$ cat src/hdl/assert_macros.svh
// assertion macros used by the top-level rtl file of the first-position search block
`ifndef ASSERT_MACROS_SVH
`define ASSERT_MACROS_SVH
`ifndef SYNTHESIS
// plain property checked on every clock edge out of reset
`define FPAL_ASSERT(lbl, prop) \
	lbl: assert property (@(posedge clk) disable iff (!arst_n) (prop)) \
		else $error("fpal assertion failed");
// same-cycle implication
`define FPAL_ASSERT_IMPL(lbl, ante, cons) \
	lbl: assert property (@(posedge clk) disable iff (!arst_n) (ante) |-> (cons)) \
		else $error("fpal assertion failed");
// next-cycle implication
`define FPAL_ASSERT_NEXT(lbl, ante, cons) \
	lbl: assert property (@(posedge clk) disable iff (!arst_n) (ante) |=> (cons)) \
		else $error("fpal assertion failed");
`else
`define FPAL_ASSERT(lbl, prop)
`define FPAL_ASSERT_IMPL(lbl, ante, cons)
`define FPAL_ASSERT_NEXT(lbl, ante, cons)
`endif
`endif

$ cat src/hdl/fpal_pkg.sv
// types and constants shared by the first-position search block
package fpal_pkg;

	// field widths
	localparam int POS_W = 11;
	localparam int VAL_W = 32;

	// defaults
	localparam int TABLE_DEPTH_DEF = 1024;
	localparam logic [POS_W-1:0] SIZE_RESET = 11'd1024;

	// opcode values
	localparam logic OP_WRITE  = 1'b0;
	localparam logic OP_SEARCH = 1'b1;

	// one tree node: any leaf below written, and max of the written leaves
	typedef struct packed {
		logic                    written;
		logic signed [VAL_W-1:0] value;
	} node_t;

	// datapath operations
	typedef enum logic [3:0] {
		DP_IDLE,
		DP_LOAD,
		DP_CLEAR,
		DP_WR_LEAF,
		DP_RD_SIB,
		DP_WR_PARENT,
		DP_RD_NODE,
		DP_UP,
		DP_RD_NEXT,
		DP_RD_LEFT,
		DP_DESCEND,
		DP_SET_FOUND,
		DP_SET_NONE
	} dp_op_t;

	// controller to datapath
	typedef struct packed {
		dp_op_t op;
		logic   emit;
	} cmd_t;

	// datapath to controller
	typedef struct packed {
		logic clr_last;
		logic is_search;
		logic range_ok;
		logic at_root;
		logic node_odd;
		logic at_leaf;
		logic qualifies;
	} sts_t;

	// controller states
	typedef enum logic [3:0] {
		ST_CLEAR,
		ST_IDLE,
		ST_DECIDE,
		ST_W_UP,
		ST_W_MERGE,
		ST_S_CHECK,
		ST_S_CLIMB,
		ST_S_DOWN,
		ST_S_DESC,
		ST_EMIT
	} state_t;

endpackage

$ cat src/hdl/fpal_ctrl.sv
// controller: state machine sequencing tree updates, searches and the output word
module fpal_ctrl (
	input  logic           clk,
	input  logic           arst_n,
	input  logic           in_valid,
	output logic           in_stall,
	output logic           out_valid,
	input  logic           out_stall,
	input  fpal_pkg::sts_t sts,
	output fpal_pkg::cmd_t cmd
);

	fpal_pkg::state_t state_q;
	fpal_pkg::state_t state_nxt;
	logic             out_valid_q;

	// state register
	always_ff @(posedge clk or negedge arst_n) begin
		if (!arst_n) begin
			state_q <= fpal_pkg::ST_CLEAR;
		end else begin
			state_q <= state_nxt;
		end
	end

	// next state and commands
	always_comb begin
		state_nxt = state_q;
		cmd.op    = fpal_pkg::DP_IDLE;
		cmd.emit  = 1'b0;
		unique case (state_q)
			fpal_pkg::ST_CLEAR: begin
				cmd.op = fpal_pkg::DP_CLEAR;
				if (sts.clr_last) begin
					state_nxt = fpal_pkg::ST_IDLE;
				end
			end
			fpal_pkg::ST_IDLE: begin
				if (in_valid) begin
					cmd.op    = fpal_pkg::DP_LOAD;
					state_nxt = fpal_pkg::ST_DECIDE;
				end
			end
			fpal_pkg::ST_DECIDE: begin
				if (!sts.range_ok) begin
					if (sts.is_search) begin
						cmd.op    = fpal_pkg::DP_SET_NONE;
						state_nxt = fpal_pkg::ST_EMIT;
					end else begin
						state_nxt = fpal_pkg::ST_IDLE;
					end
				end else if (sts.is_search) begin
					cmd.op    = fpal_pkg::DP_RD_NODE;
					state_nxt = fpal_pkg::ST_S_CHECK;
				end else begin
					cmd.op    = fpal_pkg::DP_WR_LEAF;
					state_nxt = fpal_pkg::ST_W_UP;
				end
			end
			fpal_pkg::ST_W_UP: begin
				if (sts.at_root) begin
					state_nxt = fpal_pkg::ST_IDLE;
				end else begin
					cmd.op    = fpal_pkg::DP_RD_SIB;
					state_nxt = fpal_pkg::ST_W_MERGE;
				end
			end
			fpal_pkg::ST_W_MERGE: begin
				cmd.op    = fpal_pkg::DP_WR_PARENT;
				state_nxt = fpal_pkg::ST_W_UP;
			end
			fpal_pkg::ST_S_CHECK: begin
				if (sts.qualifies) begin
					state_nxt = fpal_pkg::ST_S_DOWN;
				end else begin
					state_nxt = fpal_pkg::ST_S_CLIMB;
				end
			end
			fpal_pkg::ST_S_CLIMB: begin
				if (sts.at_root) begin
					cmd.op    = fpal_pkg::DP_SET_NONE;
					state_nxt = fpal_pkg::ST_EMIT;
				end else if (sts.node_odd) begin
					cmd.op = fpal_pkg::DP_UP;
				end else begin
					cmd.op    = fpal_pkg::DP_RD_NEXT;
					state_nxt = fpal_pkg::ST_S_CHECK;
				end
			end
			fpal_pkg::ST_S_DOWN: begin
				if (sts.at_leaf) begin
					cmd.op    = fpal_pkg::DP_SET_FOUND;
					state_nxt = fpal_pkg::ST_EMIT;
				end else begin
					cmd.op    = fpal_pkg::DP_RD_LEFT;
					state_nxt = fpal_pkg::ST_S_DESC;
				end
			end
			fpal_pkg::ST_S_DESC: begin
				cmd.op    = fpal_pkg::DP_DESCEND;
				state_nxt = fpal_pkg::ST_S_DOWN;
			end
			fpal_pkg::ST_EMIT: begin
				if (!out_valid_q || !out_stall) begin
					cmd.emit  = 1'b1;
					state_nxt = fpal_pkg::ST_IDLE;
				end
			end
			default: begin
				state_nxt = fpal_pkg::ST_IDLE;
			end
		endcase
	end

	// output word valid flag
	always_ff @(posedge clk or negedge arst_n) begin
		if (!arst_n) begin
			out_valid_q <= 1'b0;
		end else if (cmd.emit) begin
			out_valid_q <= 1'b1;
		end else if (!out_stall) begin
			out_valid_q <= 1'b0;
		end
	end

	assign out_valid = out_valid_q;
	assign in_stall  = (state_q != fpal_pkg::ST_IDLE);

endmodule

$ cat config.mk
export PLATFORM = sky130hd
export DESIGN_NAME = fpal_ctrl
export DESIGN_NICKNAME = d
export VERILOG_FILES = /design/src/hdl/assert_macros.svh /design/src/hdl/fpal_pkg.sv /design/src/hdl/fpal_ctrl.sv
export SDC_FILE = /design/constraint.sdc
export NUM_CORES = 1
export LEC_CHECK = 0
export BUFFER_PORTS_ARGS = -buffer_cell sky130_fd_sc_hd__clkbuf_2
export CORE_MARGIN = 4
export CORE_UTILIZATION = 40
export CTS_BUF_LIST = sky130_fd_sc_hd__clkbuf_8
export DETAILED_ROUTE_END_ITERATION = 10
export GPL_TIMING_DRIVEN = 0
export PLACE_DENSITY = 0.64
export SETUP_SLACK_MARGIN = 0.15
export SKIP_CTS_REPAIR_TIMING = 1
export SYNTH_ARGS = -nofsm -noshare
export SYNTH_HDL_FRONTEND = slang
export SYNTH_SLANG_ARGS = --single-unit
$ cat constraint.sdc
create_clock -name clk -period 1.25 [get_ports clk]
set_input_delay 0.1875 -clock clk [delete_from_list [all_inputs] [get_ports clk]]
set_output_delay 0.1875 -clock clk [all_outputs]
set_load 0.01 [all_outputs]
======== Yosys cells after proc, flatten, opt, wreduce, memory -nomap -nowiden ========
Cells that the tools add are included.
storage, ports and cells
  bits of input ports ..................... 11
  register bits ........................... 5
  output and inout bits ................... 7
  logic and storage cells ................. 47
operators by class
  muxes and demuxes ....................... 25
  reduce and logical (&&, ||, !) cells .... 5
  equality and inequality tests ........... 15
operators with widths
  operator              count
  $mux W4               11
  $pmux W4 S10          1
  $pmux W4 S8           1
  $eq A4 B3 Y1 const B  4
  $mux W3               4
  $eq A4 B2 Y1 const B  2
  $eq A4 B4 Y1 const B  2
  $mux W1               7
  $ne A2 B2 Y1 const B  3
  $eq A4 B1 Y1 const B  1
  $logic_not A4 Y1      1
  $ne A4 B1 Y1 const B  1
  $reduce_and A4 Y1     1
  $ne A3 B3 Y1 const B  1
  $logic_not A1 Y1      2
  $mux W2               1
  $ne A2 B1 Y1 const B  1
  $logic_or A1 B1 Y1    1

======== Logic depth before layout (Yosys ltp) ========
  word-level depth ........................ 5
  gate-level depth with buffers ........... 5
  gate-level depth less buffers ........... 4

======== Worst setup path before layout ========
No wires, ideal clock.
  path type ............................... reg-to-output
  start ................................... register state_q[0]
  end ..................................... output cmd[4] (netlist bit)
  arrival ................................. 1.114 ns
  slack ................................... -0.052 ns
  cell stages (with the launch flop) ...... 6
  required time ........................... 1.062 ns
  path buffers ............................ 1
  cells stage by stage .................... dfrtp_1 -> buf_6 -> nor2_4 -> nand3b_1 -> a211o_1 -> o21ai_1
RTL lines
  element                 line             text
  from (decl)             fpal_ctrl.sv:13  fpal_pkg::state_t state_q;
  from (signal assigned)  fpal_ctrl.sv:20  state_q <= fpal_pkg::ST_CLEAR;
  from (signal assigned)  fpal_ctrl.sv:22  state_q <= state_nxt;
  to (decl)               fpal_ctrl.sv:10  output fpal_pkg::cmd_t cmd

==> summary.md <==
| Metric | Value |
|---|---|
| Outcome | complete, but fails checks |
| Failing checks | setup timing |
| Worst Tran Pin Value | between 0.3 and 0.4 ns |
| Buffers on Ports | 17 |
| Largest net degree at the start of global routing | 11 |
| Final setup vio count | 8 |
| Final Net Count | approximately 120 |
| Post-route setup TNS | -2.309 ns |
| Leak pwr | between 0.0004 and 0.0005 µW |
| Min-delay worst type | primary input to flip-flop |
| Ratio of final minimum period to clock period | 133.3% |
| Hold Crit Depth | 3 |
| Io pins | 18 |
| Clock share of power | 13.5% |
| EDFF count, synth | 0 |
| Area occupied by multi-input gates | 405.4 µm² |
| Final Util | between 70% and 80% |
| Final Skew | approximately 0.0021 ns |
| Post-route cell area | 887.1 µm² |
| Sink Count | 5 |
| Combinational fraction of design power | 72.6% |
| Most common cell after layout, fill and taps aside | clkbuf_2 |
| Vias in the first global route | roughly 530 |
| TritonRoute pass-1 iters | 5 |
| Register area share after synthesis | 23.58% |
| Required time worst endpoint | 1.06 ns |
| ANT nets after route | 0 |
| Synthesized area | roughly 530 µm² |
| Initial cell density of the core | between 40% and 50% |
| Sw Pwr | approximately 870 µW |
| Max Buffers Root-to-Sink | 2 |
| CTS root buffer | clkbuf_8 |
| Drt drc | 0 |
| Period minus WS final | roughly 1.7 ns |
| Rows | 12 |
| Tot Pwr | approximately 2100 µW |
| Via Count | between 600 and 700 |
| Initial antenna violation count | 0 |
| DP HPWL | between 1000 and 1500 µm |
| Clk_lat worst skew | 0.22 ns |
| R2R depth | 5 |
| # diodes | 0 |
| Cells after Synth | a little under 70 |
| Worst hold endpoint | out_valid |
| Primary FF master, synth | dfrtp_1 |
| Filler instances | slightly below 90 |
| Share of cells above drive strength 1 | 55.34% |
| Number of buffers created by CTS | 3 |
| Area delta synth->final | 67.22% |
| Pwr Density | roughly 2400 mW/mm² |
| Max Cap Viol | 0 |
| Die Area | 0.001973 mm² |
| Asr flop ratio synth | 100.0% |
| Starting DRT DRC Count | 30 |
| Syn Area/Cell | a little under 8 µm² |
| CP arrival | 1.48 ns |
| Crit path capture type | output port |
| Synth Register Bits | 5 |
| Synth Net Count | roughly 80 |
| HP Start | out_stall |
| Seq pwr share | about 14% |
| Max IR drop VDD | 1747 µV |
| Commonest non-fill, non-tap cells in the layout | 13 x clkbuf_2, 10 x buf_4, 8 x nand2_1 |
| Clock-pin slew on the worst setup and hold paths | 0.03 ns |
| Net Sw Frac | roughly 41% |
| Gr ovfl total | 0 |
| CTS tree | yes |
| Wirelength, routed | around 1800 µm |
| Syn. warnings | 0 |
| Core footprint | 0.001171 mm² |
| Final max-slew violation count | 0 |
| Reg2Reg Setup Slack | -0.12 ns |
| Achievable Freq | between 600 and 700 MHz |
| R2R Path Start | state_q[0] |
| RSZ-0062 raised after global routing | yes |
| FF-to-FF End | state_q[2] |
| First-pass GRT wire length | 2256 µm |
| Die Wd | about 44 µm |
| Post-Place Cell Area | about 670 µm² |
| Crit Path Max Fanout | 5 |
| Placer Congestion | approximately 0.81 |
| CTS H-tree lvls | 1 |
| Final hold violation count | 0 |
| Die span in y | between 40 and 50 µm |
| CP Launch Type | flip-flop |
| Worst setup margin | -0.4165 ns |
| DR WL/cell | roughly 16 µm |
| Total Routing Usage GR | ~15% |
| Reg area | between 100 and 150 µm² |
| Int Pwr | between 1000 and 1500 µW |
| Netlist cell types | 34 |
| Via density | about 5.7 |
| CP Class | flip-flop to output port |
| Slew headroom | around 80% |
| Worst hold slack | between 0.2 and 0.3 ns |
kinds of logic after synthesis:
group	share of synthesized area [%]
flops	23.58
compound gates	27.36
simple gates	32.55
mux	5.896
buf+inv	10.61
Yosys cell counts (2+ instances only):
cell      number  area (µm²)
dfrtp_1        5       125.1
o21ai_0        2       10.01
a31oi_1        2       12.51
nor2_1         3       11.26
inv_1          2       7.510
nand3_1        3       15.01
a21oi_1        7       35.03
nand3b_1       2       15.01
buf_6          2       22.52
mux2i_1        2       20.02
or3_1          3       18.77
buf_4          2       15.01
nor3_1         3       15.01
nor2b_1        2       12.51
nand2_1        9       33.78
metal layers:
layer	global-route usage, %	vias up	part of all wire, %
li1	-	317	-
met1	19.85	312	43
met2	23.84	32	48
met3	6.504	4	7.6
met4	3.614	0	2.1
met5	0	-	0
state kept, by name, summed over array words and instances (netlist names):
| register | flops |
|---|---|
| out_valid | 1 |
| state_q | 4 |
final cells by class:
class / count / area share (%)
clock inverter: 1 / 0.4231
timing repair buffer: 31 / 24.54
tap: 14 / 1.975
clock buffer: 3 / 4.654
sequential: 5 / 14.39
buffer: 5 / 6.488
inverter: 3 / 1.834
multi-input combinational: 55 / 45.70
how the worst max path moves through the flow:
| stage | from | endpoint | slack, ns | cells after the start |
|---|---|---|---|---|
| detailed placement | state_q[0] | cmd[4] | -0.21 | 6 |
| CTS | state_q[0] | cmd[4] | -0.45 | 6 |
| global route | state_q[0] | cmd[3] | -0.49 | 6 |
| finish | state_q[0] | cmd[2] | -0.42 | 6 |
| global placement | state_q[0] | cmd[4] | -0.22 | 6 |
| floorplan | state_q[0] | cmd[3] | -0.03 | 5 |
power by group through the flow:
stage          Combinational (µW)  Sequential, µW  Clock [µW]
2_1_floorplan                 817             268           0
3_3_place_gp                 1070             275           0
3_5_place_dp                 1070             279           0
4_1_cts                      1080             277         291
5_1_grt                      1640             301         313
6_report                     1530             291         284
worst max-delay path: stages, from the launching register on:
cell and delay [ns]:
dfrtp_2 0.41, buf_4 0.17, nor2b_4 0.16, nand3_1 0.09, a31oi_1 0.19, or2_1 0.12, clkbuf_2 0.12
stage by stage:
step | cells | setup slack [ns]
CTS | 103 | -0.4482
finish | 117 | -0.4165
global route | 117 | -0.4947
floorplan | 68 | -0.03271
global placement | 99 | -0.2185
detailed placement | 99 | -0.2082
Power figures use the tool's default switching activity.
